<file path="config.mk">
export PLATFORM = sky130hd
export DESIGN_NAME = gcll_ram
export DESIGN_NICKNAME = d
export VERILOG_FILES = /design/src/design/gcll_ram.sv
export SDC_FILE = /design/constraint.sdc
export NUM_CORES = 1
export LEC_CHECK = 0
export BUFFER_PORTS_ARGS = -buffer_cell sky130_fd_sc_hd__buf_2
export CORE_UTILIZATION = 50
export DETAILED_ROUTE_END_ITERATION = 8
export PLACE_DENSITY_LB_ADDON = 0.08
export RECOVER_POWER = 100
export SETUP_SLACK_MARGIN = 0.15
export SLEW_MARGIN = 5
export SYNTH_ARGS = -nofsm -noshare
export SYNTH_HDL_FRONTEND = slang
export SYNTH_SLANG_ARGS = --single-unit
</file>
<file path="constraint.sdc">
create_clock -name clk_i -period 7.2 [get_ports clk_i]
set_input_delay 0.36 -clock clk_i [delete_from_list [all_inputs] [get_ports clk_i]]
set_output_delay 0.36 -clock clk_i [all_outputs]
set_load 0.05 [all_outputs]
</file>
<file path="src/design/gcll_ram.sv">
// generic single write port ram with registered read
`default_nettype none
module gcll_ram #(
  parameter int Width = 32,
  parameter int Depth = 16
) (
  input  wire logic                                    clk_i,
  input  wire logic                                    we_i,
  input  wire logic [(Depth > 1 ? $clog2(Depth) : 1)-1:0] waddr_i,
  input  wire logic [Width-1:0]                        wdata_i,
  input  wire logic                                    re_i,
  input  wire logic [(Depth > 1 ? $clog2(Depth) : 1)-1:0] raddr_i,
  output logic      [Width-1:0]                        rdata_o
);

  logic [Width-1:0] mem_q [Depth];

  // write port
  always_ff @(posedge clk_i) begin
    if (we_i) begin
      mem_q[waddr_i] <= wdata_i;
    end
  end

  // registered read port
  always_ff @(posedge clk_i) begin
    if (re_i) begin
      rdata_o <= mem_q[raddr_i];
    end
  end

endmodule
`default_nettype wire

</file>
== Word level (Yosys, flattened, before mapping) ==
Memories as Yosys holds them, arrays and structs flattened. A register that Yosys moved wholly into a read port is not among the register bits.
Index checks and enable logic that the tools add are counted.
W data, S select, Z words.
Word-level totals
  register bits: 0
  RAM bits: 512
  word-level logic and storage cells: 3
  memories kept: 1
Memories
  mem_q: depth 16, bits a word 32, rd ports 1, clocked after Yosys merged registers in 1, write ports 1, RTL line 16  | logic [Width-1:0] mem_q [Depth];
Operators by class
  multiplexer cells: 2
Operators with widths (count)
  $mux W1: 2

== Longest topological paths before layout ==
Gate-level depths: netlist of run 1.
  depth after elaboration: 2
  mapped depth: 5
  mapped depth without buffers: 3

== Worst setup path after synthesis of run 1 ==
Ideal clock, no wire load.
  path kind: input port to flip-flop
  from: in waddr_i[2] (netlist bit)
  to: mem mem_q[0][0], enable pin
  data arrival time: 3078 ps
  data required time: 6739 ps
  path slack: 3660 ps
  cell stages on the path: 2
  buffers on the path: 0
  cells stage by stage: or3b_2 -> nor3_1
RTL lines
  from (decl): RTL line 9  | input wire logic [(Depth > 1 ? $clog2(Depth) : 1)-1:0] waddr_i,
  to (decl): RTL line 16
No word-level cell before the write port.

==> results.ini, run 1 <==
[worst_setup_path]
cp-end-kind=flip-flop
max_stage_delay_ns=2.24
worstPathArrival_ns=4.58
path_max_fanout=77
rrSetupSlack_ns=5.79
path_class=primary input to flip-flop
crit_slowest_cell=clkbuf_1
cp_cell_sequence=clkbuf_1 > buf_4 > mux4_2 > a22oi_1 > nand2_1
startpoint_type=primary input
cp.required_ns=7.52
reg2regPathDepth=3

[final_layout]
multiInputGateArea_um2=3706
n_antenna_cell=0
final_cells=1517
layout-drive-gt1-share=0.2329
postLayoutCoreUtil=0.5737
fill_cells=2929
final_cell_area_um2=22790
regArea_um2=16340
area_growth_pct=12.98
nets=992

[route]
viasPerCell=6.028
firstDrtPassIters=5
dr.first_iter.drc_count=802
drc_errors=0
vias=9145
wl_per_cell_um=28.93
antenna_left=0
finalWirelength_um=43880

[sta]
setup_slack_ns=2.945
hold_violations=0
clock_skew_ns=0.01451
slew_violations=607
tightest_slew_ns=3.242
rsz0062_at_grt=no
fmax_mhz=235.0
relSlewSlack=-1.161
min_period_ns=4.255
setup_viol=0
tns_ns=0
period_share=0.5910

[cts]
cts_root_buf=clkbuf_16
cts_setup_buffers=0
insertion_delay_ns=0.59
hold_buffers=0
post_cts_resize_count=0
clockBufferDepth=3
htree_levels=2
clk_pin_slew_ns=0.06
numCtsBuffers=54
cts.sinks=544
cts_tree=done

[floorplan]
ios=75
dieHeight_um=202.9
die_area_um2=41160
rows=73
core_um2=39730
start_util=0.5078
die_w_um=202.9

[synthesis]
synth-seq-cells=544
syn-cell-area_um2=20170
synth.avg_cell_area_um2=24.07
synth.net_count=881
synth.distinct_cells=17
ys_seq_area_frac=0.8097
syn_inst=838
ys_warn_count=0

[global_route]
grt_pass1_wl_um=64240
antenna_found_initial=1
grt_start_max_net_pins=78
busiest_layer=met2
met3_usage=0.03676
grt_pass1_vias=9709
gr-total-overflow=0
use_met2=0.3447
grt_use_met1=0.3263
track_usage=0.2217

[power_and_ir_drop]
p_leak_uw=0.007072
pwr-share-clk=0.404
p_int_uw=5231
combPwrFrac=0.052
sw_frac_of_total=0.2076
p_sw_uw=1371
power_density_nw_per_um2=289.6
seq_power_share=0.544
ir_drop_v=0.0001723

[placement]
dpl.hpwl_um=19850
post-place-ws_ns=4.127
place_congestion=0.7054
port_buffers=74
place_inst=1418
dpl_cell_area_um2=21300

[flow_run]
drv_cap=21

[outcome]
violations=max-capacitance violations, max-slew violations
outcome=complete, but fails checks

[min_path]
min_path_cells=1
hold_class=primary input to flip-flop

-- worst max-delay path: cells and delay by family --
kind                   cells  cell delay, ns
AOI/OAI and AO/OA          1            0.21
and+or+nand+nor            1            0.10
buffers and inverters      2            3.42
muxes                      1            0.42
-- power by group through the flow --
stage	logic, µW	clock network (µW)	registers (µW)
2_1_floorplan	170	0	3710
3_3_place_gp	345	0	3650
3_5_place_dp	355	0	3660
4_1_cts	356	2720	3590
6_report	343	2660	3590
5_1_grt	368	2840	3600
-- per-layer routing --
metal  up-vias  routed length [µm]  share of wire
met5         -                  15        0.00034
li1       3826                   -              -
met1      4930               19100           0.44
met4         2                 995          0.023
met3        75                2637          0.060
met2       312               21140           0.48
-- synthesized netlist by cell type --
master,number,area (µm²)
buf_2,4,20.02
buf_4,11,82.58
buf_6,2,22.52
nor3_1,4,20.02
edfxtp_1,544,16340
a22oi_1,64,480.5
clkbuf_1,17,63.81
nand3_1,1,5.000
and2_1,1,6.260
nand2_1,33,123.9
nor2b_1,2,12.51
nand3b_1,2,15.01
buf_1,9,33.78
nand2b_1,2,12.51
mux4_2,128,2883
or3b_2,1,8.760
nor2_1,13,48.80
-- flip-flops by register name, indices dropped and copies added (netlist names) --
register	cells
rdata_o	32
mem_q	512
-- through the flow --
stage	hold WS (ns)	power, µW
final	0.2583	6601
after global routing	0.2718	6803
after CTS	0.1126	6662
after detailed placement	0.7326	4011
after global placement	0.7041	3996
after floorplan	0.4589	3875
-- layout make-up --
class / instances / share of cell area
repair buffers: 98 / 0.01806
clock inverters: 30 / 0.009277
clock buffers: 69 / 0.06456
multi-input cells: 251 / 0.1626
flip-flops and latches: 544 / 0.7167
well taps: 525 / 0.02882
-- placed cells by master (no fill, tap or decap) --
cell type and n:
clkbuf_8 1, clkinv_1 11, clkbuf_16 57, clkinv_2 16
nand3b_1 2, buf_2 6, edfxtp_1 544, nand2b_1 2
mux4_2 128, nand2_1 33, nor2b_4 2, clkbuf_1 96
buf_4 7, nor3_1 4, nor2_1 3, and2_1 1
or3b_2 1, a22oi_1 64, bufinv_16 3, nand3_1 1
nor2_4 10
-- cell families after synthesis --
| group | after synthesis | share of synthesized area |
|---|---|---|
| muxes | 128 | 0.1429 |
| and+or+nand+nor | 59 | 0.01253 |
| AOI/OAI and AO/OA | 64 | 0.02382 |
| buffers and inverters | 43 | 0.01104 |
| DFF | 544 | 0.8097 |
-- path summary, 6_finish.rpt --
kind / from / end
max: raddr_i[1] / rdata_o[18]
min: wdata_i[24] / mem_q[15][24]
max reg2reg: mem_q[2][27] / rdata_o[27]
min reg2reg: mem_q[6][15] / rdata_o[15]
Power figures use the tool's default switching activity.
==> run 2: changes to the inputs <==
--- a/config.mk
+++ b/config.mk
@@ -5,6 +5,7 @@
 export SDC_FILE = /design/constraint.sdc
 export NUM_CORES = 1
 export LEC_CHECK = 0
+export ABC_AREA = 1
 export BUFFER_PORTS_ARGS = -buffer_cell sky130_fd_sc_hd__buf_2
 export CORE_UTILIZATION = 50
 export DETAILED_ROUTE_END_ITERATION = 8
==> constraint.sdc (replaced) <==
create_clock -name clk_i -period 3.8 [get_ports clk_i]
set_input_delay 0.19 -clock clk_i [delete_from_list [all_inputs] [get_ports clk_i]]
set_output_delay 0.19 -clock clk_i [all_outputs]
set_load 0.05 [all_outputs]
==> results.ini, run 2 <==
[synthesis]
ys_warn_count=0
synth_most_common_cell=nand2_1
ys_async_sr_fraction=0
syn-cell-area_um2=23050
synth_edf_count=544
synthTopCellsByArea=edfxtp_1, nand2_1, nand3_1, inv_1, buf_6
synth.distinct_cells=14
synth.avg_cell_area_um2=10.87
syn_inst=2120
yosys.area.top_type=edfxtp_1
synth-seq-cells=544
synth_top_flop_cell=edfxtp_1
synthTopCellsByCount=nand2_1, edfxtp_1, inv_1
synth.net_count=2163
ys_seq_area_frac=0.7087
yosys.area.top_type_share=0.7087

[global_route]
antenna_found_initial=0
gr-total-overflow=0
grt_pass1_vias=14290
grt_start_max_net_pins=111
grt_pass1_wl_um=84750
track_usage=0.2406

[sta]
relSlewSlack=-0.9725
tns_ns=0
min_period_ns=2.700
period_share=0.7106
tightest_slew_ns=2.959
hold_violations=0
setup_viol=0
fmax_mhz=370.4
slew_violations=422
worst_hold_slack_ns=0.3466
rsz0062_at_grt=no
clock_skew_ns=0.01060

[floorplan]
start_util=0.5079
core_um2=45380
die_area_um2=46970
die_w_um=216.7
ios=75
rows=78
dieHeight_um=216.7

[final_layout]
top_register=mem_q
reg_top3=mem_q x512, rdata_o x32
layout_commonest_cell=nand2_1
largest_reg_flops=512
nets=2256
layout-drive-gt1-share=0.04834
final_cell_mix=nand2_1, edfxtp_1, inv_1
n_antenna_cell=0
area_growth_pct=11.29

[route]
viasPerCell=5.128
firstDrtPassIters=5
wl_per_cell_um=19.36
dr.first_iter.drc_count=1354
antenna_left=0
finalWirelength_um=55280
vias=14640
drc_errors=0

[cts]
clockBufferDepth=3
cts_setup_buffers=0
cts_root_buf=clkbuf_16
cts.sinks=544
clk_pin_slew_ns=0.06
htree_levels=2
cts_tree=done
numCtsBuffers=56
insertion_delay_ns=0.61

[worst_setup_path]
timing.rr.start=mem_q[15][7]
crit_path_start=waddr_i[0]
rrSetupSlack_ns=2.55
reg2regPathDepth=6
cp-end-kind=flip-flop
worstPathArrival_ns=2.92
r2r-end=rdata_o[7]
crit_end=mem_q[4][2]
path_max_fanout=18
startpoint_type=primary input
cp.required_ns=4.02
path_class=primary input to flip-flop

[power_and_ir_drop]
power_density_nw_per_um2=494.7
p_leak_uw=0.01068
ir_drop_v=0.0003560

[outcome]
outcome=complete, but fails checks
violations=max-capacitance violations, max-slew violations

[placement]
dpl.hpwl_um=27920
place_congestion=0.7338
port_buffers=74

[flow_run]
drv_cap=14

[min_path]
hold_class=primary input to flip-flop

-- run 2: changes by cell type after synthesis, sizes merged --
cell	delta
or3b	-1
nor3	-4
and2	-1
buf	+65
a22oi	-64
nor2	+4
nand2	+644
nor2b	-2
nand2b	-2
clkbuf	-3
inv	+390
nand3	+384
mux4	-128
-- run 2: per-layer routing --
layer	share of wire	routed length (µm)	vias up	track usage
met1	0.46	25490	7140	0.3442
met2	0.47	25970	367	0.3922
met3	0.052	2859	80	0.02933
li1	-	-	7053	-
met4	0.017	960	0	0.06080
met5	0	0	-	0
-- run 2: critical path: stages --
cell,delay [ns]
clkbuf_1,0.11
inv_1,0.08
nand2_1,0.18
nor2_1,1.52
clkbuf_2,0.83
-- run 2: cell type report --
cell class / instances / area, µm²
well taps: 600 / 750.7
inverters: 390 / 1474
multi-input cells: 1081 / 4604
clock buffers: 80 / 1513
flip-flops and latches: 544 / 16340
fillers: 3940 / 19730
clock inverters: 20 / 117.6
repair buffers: 140 / 858.3
-- run 2: through the flow --
stage	cells	power, µW	instance area [µm²]	utilization	setup WS [ns]
4_1_cts	2855	12790	25840	0.5694	1.968
5_1_grt	2855	13080	25650	0.5653	0.9486
3_5_place_dp	2723	7778	23890	0.5264	1.318
2_1_floorplan	2120	7479	23050	-	1.617
3_3_place_gp	2723	7767	23890	0.5264	1.347
6_report	2855	12690	25650	0.5653	1.100
-- run 2: cells by family (layout without fill, tap and decap cells) --
logic type	after synthesis	in the layout	share of synthesized area
buf+inv	495	630	0.09407
simple gates	1081	1081	0.1973
flops	544	544	0.7087
-- run 2: worst min path at each step --
| stage | startpoint | endpoint | slack (ns) | depth (start not counted) |
|---|---|---|---|---|
| 2_1_floorplan | wdata_i[0] | mem_q[0][0] | 0.29 | 0 |
| 3_3_place_gp | wdata_i[2] | mem_q[5][2] | 0.58 | 1 |
| 3_5_place_dp | wdata_i[18] | mem_q[5][18] | 0.58 | 1 |
| 4_1_cts | raddr_i[2] | rdata_o[3] | 0.32 | 5 |
| 5_1_grt | raddr_i[2] | rdata_o[4] | 0.34 | 5 |
| 6_report | raddr_i[2] | rdata_o[6] | 0.35 | 5 |
-- run 2: power breakdown --
| part | switching [µW] | total, µW | internal (µW) |
|---|---|---|---|
| combinational | 651 | 861 | 210 |
| sequential | 34.6 | 6800 | 6770 |
| clock | 2220 | 5030 | 2810 |
| total | 2900 | 12700 | 9790 |
-- run 2: repair_timing --
action | 4_1_cts | 5_1_grt
hold buffers | 32 | 0
endpoints found under the hold margin | 512 | 0
endpoints found under the setup margin | 0 | 0
gates resized for setup | 0 | 0
