**config.mk**
```make
export PLATFORM = sky130hd
export DESIGN_NAME = gcll_div
export DESIGN_NICKNAME = d
export VERILOG_FILES = /design/src/design/gcll_pkg.sv /design/src/design/gcll_div.sv
export SDC_FILE = /design/constraint.sdc
export NUM_CORES = 1
export LEC_CHECK = 0
export BUFFER_PORTS_ARGS = -buffer_cell sky130_fd_sc_hd__buf_4
export CAP_MARGIN = 5
export CORE_MARGIN = 4
export CORE_UTILIZATION = 35
export CTS_CLUSTER_DIAMETER = 150
export CTS_CLUSTER_SIZE = 24
export DETAILED_ROUTE_END_ITERATION = 7
export MAX_ROUTING_LAYER = met4
export PLACE_DENSITY = 0.67
export REMOVE_ABC_BUFFERS = 1
export SYNTH_ARGS = -nofsm -noshare
export SYNTH_HDL_FRONTEND = slang
export SYNTH_SLANG_ARGS = --single-unit
```
**constraint.sdc**
```tcl
create_clock -name clk_i -period 5.4 [get_ports clk_i]
set_clock_uncertainty 0.2 [all_clocks]
set_input_delay 0 -clock clk_i [delete_from_list [all_inputs] [get_ports clk_i]]
set_output_delay 0 -clock clk_i [all_outputs]
set_load 0.005 [all_outputs]
```
**src/design/gcll_pkg.sv**
```systemverilog
// shared types, command codes and constants of the cluster log-likelihood block
`default_nettype none
package gcll_pkg;

  // command codes
  localparam logic [2:0] CMD_LOAD_FACTOR = 3'd0;
  localparam logic [2:0] CMD_LOAD_MEAN   = 3'd1;
  localparam logic [2:0] CMD_LOAD_OFFSET = 3'd2;
  localparam logic [2:0] CMD_POINT       = 3'd3;
  localparam logic [2:0] CMD_EVAL        = 3'd4;

  // fault codes
  localparam logic [1:0] FAULT_OK       = 2'd0;
  localparam logic [1:0] FAULT_ZERO_DIAG = 2'd1;
  localparam logic [1:0] FAULT_SAT      = 2'd2;

  // register indexes
  localparam logic [1:0] REG_NUM_DIMS    = 2'd0;
  localparam logic [1:0] REG_DIST_THRESH = 2'd1;
  localparam logic [1:0] REG_FULL_STEP   = 2'd2;
  localparam logic [1:0] REG_LOG_TWO_PI  = 2'd3;

  // q16.16 limits
  localparam logic signed [31:0] Q_MAX = 32'sh7fff_ffff;
  localparam logic signed [31:0] Q_MIN = 32'sh8000_0000;

  // input beat
  typedef struct packed {
    logic [2:0]         cmd;
    logic [3:0]         cluster;
    logic [3:0]         row;
    logic [3:0]         col;
    logic signed [31:0] value;
    logic signed [31:0] prev_self;
    logic signed [31:0] prev_best;
    logic               class_unchanged;
  } item_t;

  // result beat
  typedef struct packed {
    logic [3:0]         cluster_out;
    logic signed [31:0] logp;
    logic               skipped;
    logic [1:0]         fault;
  } result_t;

  // divider request
  typedef struct packed {
    logic        start;
    logic [62:0] dividend;
    logic [31:0] divisor;
  } div_req_t;

  // divider response
  typedef struct packed {
    logic        done;
    logic [62:0] quotient;
  } div_rsp_t;

endpackage
`default_nettype wire

```
**src/design/gcll_div.sv**
```systemverilog
// restoring divider, one quotient bit per cycle, unsigned 63 by 32 bits
`default_nettype none
module gcll_div (
  input  wire logic                clk_i,
  input  wire logic                rst_ni,
  input  wire gcll_pkg::div_req_t  req_i,
  output gcll_pkg::div_rsp_t       rsp_o
);
  import gcll_pkg::*;

  logic [31:0] rem_q, rem_d;
  logic [62:0] quo_q, quo_d;
  logic [31:0] div_q, div_d;
  logic [5:0]  cnt_q, cnt_d;
  logic        run_q, run_d;
  logic        done_q, done_d;
  logic [32:0] trial;

  // one restoring step
  always_comb begin
    trial  = {rem_q, quo_q[62]};
    rem_d  = rem_q;
    quo_d  = quo_q;
    div_d  = div_q;
    cnt_d  = cnt_q;
    run_d  = run_q;
    done_d = 1'b0;
    if (req_i.start) begin
      rem_d = '0;
      quo_d = req_i.dividend;
      div_d = req_i.divisor;
      cnt_d = 6'd62;
      run_d = 1'b1;
    end else if (run_q) begin
      if (trial >= {1'b0, div_q}) begin
        rem_d = 32'(trial - {1'b0, div_q});
        quo_d = {quo_q[61:0], 1'b1};
      end else begin
        rem_d = trial[31:0];
        quo_d = {quo_q[61:0], 1'b0};
      end
      if (cnt_q == '0) begin
        run_d  = 1'b0;
        done_d = 1'b1;
      end else begin
        cnt_d = cnt_q - 6'd1;
      end
    end
  end

  // datapath registers
  always_ff @(posedge clk_i) begin
    rem_q <= rem_d;
    quo_q <= quo_d;
    div_q <= div_d;
    cnt_q <= cnt_d;
  end

  // control registers
  always_ff @(posedge clk_i or negedge rst_ni) begin
    if (!rst_ni) begin
      run_q  <= 1'b0;
      done_q <= 1'b0;
    end else begin
      run_q  <= run_d;
      done_q <= done_d;
    end
  end

  assign rsp_o.done     = done_q;
  assign rsp_o.quotient = quo_q;

endmodule
`default_nettype wire
```
## After elaboration in Yosys (flattened, before gate mapping)

Cells that the tools add are included.

| word-level totals | value |
|---|---|
| bits of input ports | 98 |
| logic and storage cells | 23 |
| flip-flop bits (word level) | 135 |
| output and inout port bits | 64 |

| cells by class | value |
|---|---|
| magnitude comparators | 1 |
| reduce and logical (&&, ||, !) cells | 3 |
| bitwise operators | 1 |
| add/sub/neg operators | 2 |
| mux-type cells | 10 |

Operator list:

| operator | number |
|---|---|
| $mux 63 | 2 |
| $ge 33x32->1 | 1 |
| $mux 32 | 1 |
| $sub 32x32->32 | 1 |
| $mux 1 | 7 |
| $logic_not 6->1 | 1 |
| $sub 6x1->6 const B | 1 |
| $reduce_and 2->1 | 1 |
| $reduce_bool 2->1 | 1 |
| $not 1->1 | 1 |

## Logic depth before layout (Yosys ltp)

Gate-level depths: netlist of run 1.

| logic depth | value |
|---|---|
| depth in word-level cells | 4 |
| mapped depth | 13 |
| mapped depth without buffers | 11 |

## Least setup slack after synthesis of run 1

Ideal clock, no wire load.

| timing path | value |
|---|---|
| path kind | register -> register |
| from | register div_q[7] |
| to | register rem_q[30] |
| buffers on the path | 2 |
| stages on the path, launching flop included | 11 |
| required time | 5.084 ns |
| clock period less this slack | 2.856 ns |
| library setup time | 0.116 ns |
| path slack | 2.544 ns |
| arrival time | 2.540 ns |
| path through | edfxtp_1 > inv_1 > ha_1 > buf_2 > nand2_1 > or4_4 > a2bb2oi_2 > o211a_1 > buf_6 > or4_1 > a41o_1 |

| on the way | value |
|---|---|
| longest elaborated chain between the ends | 2 |
| elaborated cells between the ends (all ways) | 3 |
| classes of those cells | 1 x add/sub; 1 x order compare; 1 x mux |

RTL lines:

| what | RTL line | RTL |
|---|---|---|
| from (decl) | gcll_div.sv:13 | `logic [31:0] div_q, div_d;` |
| from (signal assigned) | gcll_div.sv:55 | `div_q <= div_d;` |
| $sub 32x32->32 or $ge 33x32->1 (tied branches) | gcll_div.sv:36, gcll_div.sv:35 |  |
| $mux 32 (*) | gcll_div.sv:35 | `if (trial >= {1'b0, div_q}) begin` |
| to (signal assigned) | gcll_div.sv:53 | `rem_q <= rem_d;` |
| to (decl) | gcll_div.sv:11 | `logic [31:0] rem_q, rem_d;` |

Mark *: on every way between the ends. The rest lies on a longest branch, timed or not.
A chain may end at the register's enable or synchronous reset.

## Worst setup path in the final report of run 1

| timing path | value |
|---|---|
| from | register div_q[16] |
| to | register rem_q[30] |

Same word-level chain as after synthesis.

==> metrics.txt, run 1 <==
status completed; CTS H-Tree Depth 4; worst skew pair latency 0.43 ns; Worst Setup Path Type reg2reg; number of flops mapped to enable cells by yosys 95; number of global-route vias before repair 6361; Worst setup EP type flop; mux share of post-synthesis cell area 11.7%; post-route cell area 10400 sq um; CTS buffer count 17; Tmin final 3.25 ns; syn_area_per_cell 10.9 sq um; post-synthesis simple-gate area fraction 10.1%; Max clock buf depth 2; first-pass GRT wire length 31700 microns; Starting Density 36.0%; Final Hold Viols 0; largest net degree at the start of global routing 70; Adder-Cell Fraction of Synth Area 6.06%; clk slew on worst S/H paths 0.07 ns; CP Cell Sequence inv_1 -> ha_1 -> nand2_1 -> or4_4 -> a2bb2oi_2 -> o211a_1 -> buf_4 -> or4_1 -> a41o_1; Setup Buffers After CTS 0; Compound-Gate Fraction of Synth Area 14.7%; Min Hold Slack 0.0949 ns; vias per std cell 5.02; antenna violations before repair 0; Post-DRT Antenna Nets 0; global-route usage over all layers 17.1%; final net count 1057; area delta synth->final 41.4%; Lkg Pwr 4.39 nW; Largest delay share family, worst path simple AND/OR/NAND/NOR gates; maxcap violations 0; io pins 162; n_diodes 0; most common cell after layout, fill and taps aside buf_4; Rel. slew slack 43.7%; clock sink count 135; Core Box Area 20400 sq um; max incr delay on CP 0.55 ns; Worst Hold Class in2reg; total vias in the final route 6054; DP Wirelength 12900 microns; Die Y 153 microns; Synth Instances 671; Inst Count DP 1072; RD Place Congestion 0.840; Worst-Margin Slew 0.845 ns; share of layout cells above drive strength 1 28.7%; Port Buffers 161; RSZ-0062 raised after global routing false; slowest CP cell or4_1; Data arrival, critical path 3.37 ns; maximum VDD drop 0.292 mV; crit start category flop; Chip Width 153 microns; post-synthesis xor/xnor area fraction 3.10%; DRT Pass-1 Iters 5; Most used DFF post-synth edfxtp_1; flop and latch count out of synthesis 135; Synth Cell Area 7350 sq um; Power Density 412 nW/um^2; Seq/Total Area, Yosys 49.9%; clk root buf clkbuf_16; crit path buf inv count 2; Die ar. 23400 sq um; CP Max Fanout 44; final cell count without fillers 1207; Max Clock Freq 308 MHz; pins over their slew limit 0; Remaining Overflow, GRT 0; # setup viols final 0; async set-reset flop share out of synthesis 1.48%; Syn. warnings 0; Worst Path Required 5.52 ns; per-cell routed wire length 16.1 microns; overall routed net length 19400 microns; # DRC 0; CTS tree built; setup_tns 0 ns; Fillers 1801; Netlist cell types 61; Starting DRT DRC Count 339; Cell Area, Placed 8780 sq um; most frequent cells in the layout buf_4, dlygate4sd3_1, edfxtp_1; # rows 52; Overall Power 4.28 mW; Final Cycle Share 60.1%; largest family of logic cells by synthesized area compound AO/OA/AOI/OAI gates
## logic make-up (layout without fill, tap and decap cells)
family	Yosys count	after routing
buffers and inverters	82	348
xor gates and xnor gates	26	26
AOI/OAI and AO/OA	161	161
adders and majority gates	35	35
muxes	78	78
and+or+nand+nor	154	154
DFF	135	135
## metrics by stage
stage               setup slack, ns  util [%]
global placement               2.23      43.0
detailed placement             2.20      43.0
global route                   1.99      50.9
floorplan                      2.08         -
finish                         2.15      50.9
CTS                            2.16      50.9
## metal layers
layer,vias to the layer above,routed length [microns],GRT usage (%)
li1,2994,-,-
met1,2829,8480,20.6
met2,205,9250,27.6
met3,26,1270,4.27
met4,0,380,6.75
met5,-,0,-
## flip-flops by register name (all words and copies together) (netlist names)
signal  flops
quo_q      63
done_q      1
rem_q      32
cnt_q       6
run_q       1
div_q      32
## worst paths after layout
path | start | endpoint | slack, ns | cells past startpoint
setup / recovery | div_q[16] | rem_q[30] | 2.15 | 9
hold / removal | req_i[13] | div_q[13] | 0.09 | 2
setup reg to reg | div_q[16] | rem_q[30] | 2.15 | 9
hold reg to reg | cnt_q[1] | cnt_q[1] | 0.29 | 1
max in group asynchronous | rst_ni | done_q | 4.63 | 3
min in group asynchronous | rst_ni | run_q | 0.24 | 3
## area by class of cell
type                    instances  area (sq um)  share of cell area [%]
flip-flops and latches        135          3660                    35.3
multi-input cells             454          3350                    32.3
repair buffers                270          2280                    22.0
clock buffers                  17           425                    4.09
well taps                     270           338                    3.25
inverters                      46           173                    1.66
clock inverters                15           154                    1.48
## report_power, final
part	total [mW]	switching [mW]	internal, mW	leakage [nW]
Sequential	1.43	0.131	1.30	1.32
Clock	1.15	0.535	0.620	0.288
Combinational	1.70	0.912	0.784	2.79
## repair_timing
action                    4_1_cts  5_1_grt
hold buffers                  103        0
resized for setup               0        0
hold endpoints to repair       98        0
## synth_stat cells (all sizes together) (3+ instances only)
cell type  count  area (sq um)
edfxtp        95          2850
mux2          64           721
nor2          57           214
inv           46           173
a21oi         39           195
dfxtp         38           761
ha            34           425
nand2         32           123
o21ai         28           140
a211oi        25           188
clkbuf        23          86.3
nand2b        18           113
xor2          16           140
mux2i         14           140
a21o          13          97.6
buf           13          73.8
a31oi         10          62.6
nand4         10          62.6
xnor2         10          87.6
nor3           8          40.0
nand3          7          35.0
nor2b          7          43.8
o211ai         7          57.6
a32oi          4          35.0
o21a           4          30.0
o31ai          4          30.0
a22o           3          26.3
a311oi         3          26.3
nand3b         3          22.5
nor4           3          18.8
or4            3          26.3
No activity file was read; power rests on OpenSTA's default activity.
==> inputs of run 2 (changes only) <==
--- a/config.mk
+++ b/config.mk
@@ -5,6 +5,7 @@
 export SDC_FILE = /design/constraint.sdc
 export NUM_CORES = 1
 export LEC_CHECK = 0
+export ABC_AREA = 1
 export BUFFER_PORTS_ARGS = -buffer_cell sky130_fd_sc_hd__buf_4
 export CAP_MARGIN = 5
 export CORE_MARGIN = 4
@@ -13,7 +14,7 @@
 export CTS_CLUSTER_SIZE = 24
 export DETAILED_ROUTE_END_ITERATION = 7
 export MAX_ROUTING_LAYER = met4
-export PLACE_DENSITY = 0.67
+export PLACE_DENSITY = 0.68
 export REMOVE_ABC_BUFFERS = 1
 export SYNTH_ARGS = -nofsm -noshare
 export SYNTH_HDL_FRONTEND = slang
==> constraint.sdc (replaced) <==
create_clock -name clk_i -period 2.67 [get_ports clk_i]
set_clock_uncertainty 0.2 [all_clocks]
set_input_delay 0 -clock clk_i [delete_from_list [all_inputs] [get_ports clk_i]]
set_output_delay 0 -clock clk_i [all_outputs]
set_load 0.005 [all_outputs]
==> metrics.txt, run 2 <==
reg-to-reg slack, setup 0.21 ns; area delta synth->final 40.5%; clk slew on worst S/H paths 0.07 ns; Synth Instances 1141; maximum VDD drop 0.418 mV; Setup Buffers After CTS 0; Remaining Overflow, GRT 0; Worst setup endpoint rem_q[28]; clk root buf clkbuf_16; final net count 1547; Inst Count DP 1598; Rel. slew slack 52.7%; largest net degree at the start of global routing 68; DP Wirelength 16900 microns; Data arrival, critical path 2.58 ns; # rows 55; Compound-Gate Fraction of Synth Area 2.35%; Worst Setup Path Type reg2reg; async set-reset flop share out of synthesis 1.48%; Worst-Margin Slew 0.710 ns; pins over their slew limit 0; Crit. Startpoint div_q[2]; CTS buffer count 17; number of global-route vias before repair 8186; DRT Pass-1 Iters 6; maxcap violations 0; cells on worst reg2reg path 15; R2R Path Start div_q[2]; Synth Cell Area 8160 sq um; max incr delay on CP 0.37 ns; vias per std cell 4.59; # DRC 0; status completed; Die Y 161 microns; RSZ-0062 raised after global routing false; most frequent cells in the layout nand2_1, inv_1, buf_4; largest family of logic cells by synthesized area simple AND/OR/NAND/NOR gates; n_diodes 0; worst skew pair latency 0.43 ns; Overall Power 5.82 mW; io pins 162; Min Hold Slack 0.0939 ns; Worst Hold Class in2reg; top post-synthesis cells by area edfxtp_1, nand2_1, dfxtp_1; Lkg Pwr 6.01 nW; dpl ws 0.175 ns; most common cell after layout, fill and taps aside nand2_1; total vias in the final route 7983; CP Max Fanout 14; Fillers 2157; Netlist cell types 34; Starting DRT DRC Count 549; antenna violations before repair 0; global-route usage over all layers 19.7%; Syn. warnings 0; mux share of post-synthesis cell area 0%; RD Place Congestion 1.02; number of flops mapped to enable cells by yosys 95; Worst Path Required 2.79 ns; Power Density 508 nW/um^2; Chip Width 161 microns; CTS H-Tree Depth 4; Largest Register quo_q; flop and latch count out of synthesis 135; Core Box Area 22800 sq um; final cell count without fillers 1740; reg2reg end rem_q[28]; Tmin final 2.46 ns; # setup viols final 0; CP Cell Sequence inv_1 -> ha_2 -> nand2_1 -> nor2_1 -> nand2_1 -> nand3_2 -> nand2_2 -> nand2_4 -> nand2_2 -> nand2_2 -> nand2_4 -> buf_6 -> nand3_1 -> nand3_1 -> nand2_1; Starting Density 35.8%; Post-DRT Antenna Nets 0; Final Cycle Share 92.3%; CTS tree built; first-pass GRT wire length 40100 microns; clock sink count 135; flip-flop count of the largest register after layout 63; area share of the largest cell type after synthesis 35.0%; per-cell routed wire length 14.1 microns; share of layout cells above drive strength 1 16.0%; Max Clock Freq 406 MHz; Synth top cells by count nand2_1, inv_1, edfxtp_1, nand3_1, nor2_1; post-synthesis simple-gate area fraction 35.2%; Max clock buf depth 2; Most used DFF post-synth edfxtp_1; Regs by FF count quo_q (63), div_q (32), rem_q (32); Final Hold Viols 0; area leader, netlist edfxtp_1; slack of the critical path 0.206 ns; Seq/Total Area, Yosys 44.9%; crit start category flop; most common cell in the netlist nand2_1; Die ar. 25800 sq um; slowest CP cell edfxtp_1; overall routed net length 24600 microns; syn_area_per_cell 7.15 sq um; Worst setup EP type flop; post-synthesis xor/xnor area fraction 1.61%; Port Buffers 161; Adder-Cell Fraction of Synth Area 5.46%
-- run 2: timing repair --
item,in CTS,in global routing
hold endpoints to repair,116,0
setup endpoints to repair,0,28
resized for setup,0,2
hold buffers,110,0
-- run 2: area by class of cell --
cell class | instances | area [sq um] | area share, %
multi-input cells | 787 | 3640 | 31.8
clock buffers | 17 | 425 | 3.71
well taps | 313 | 392 | 3.42
repair buffers | 285 | 2460 | 21.4
flip-flops and latches | 135 | 3660 | 32.0
clock inverters | 15 | 179 | 1.56
inverters | 188 | 706 | 6.16
-- run 2: power breakdown --
group	internal (mW)	switching, mW	total, mW
Combinational	0.446	0.416	0.861
Clock	1.42	1.06	2.48
Sequential	2.40	0.0824	2.48
-- run 2: worst max-delay path, delay by kind of cell, from the launching register on --
family	cells	cell delay, ns
simple gates	12	1.15
flops	1	0.37
fa+ha+maj	1	0.31
buf+inv	2	0.30
-- run 2: logic make-up after synthesis --
group                    after synthesis
AND/OR/NAND/NOR                      704
buffers and inverters                219
flip-flops                           135
adder cells (fa/ha/maj)               35
AO/OA/AOI/OAI                         33
XOR/XNOR                              15
-- run 2: how the worst min path moves through the flow --
stage | from | endpoint | cells after the start
floorplan | rst_ni | done_q | 0
global placement | rst_ni | done_q | 1
detailed placement | rst_ni | done_q | 1
CTS | req_i[29] | div_q[29] | 2
global route | req_i[27] | div_q[27] | 2
finish | req_i[29] | div_q[29] | 2
-- run 2: routing by layer --
metal | vias up | routed length [microns] | track usage [%]
met3 | 62 | 1790 | 4.90
met2 | 281 | 11400 | 31.4
met4 | 0 | 677 | 6.41
li1 | 4051 | - | -
met1 | 3589 | 10700 | 24.6
met5 | - | 0 | -
-- run 2: through the flow --
step                cell area, sq um  TNS [ns]  util (%)
floorplan                       8010    -44.34         -
global placement                9750         0      42.8
detailed placement              9750         0      42.8
CTS                            11500         0      50.3
global route                   11500         0      50.3
finish                         11500         0      50.3
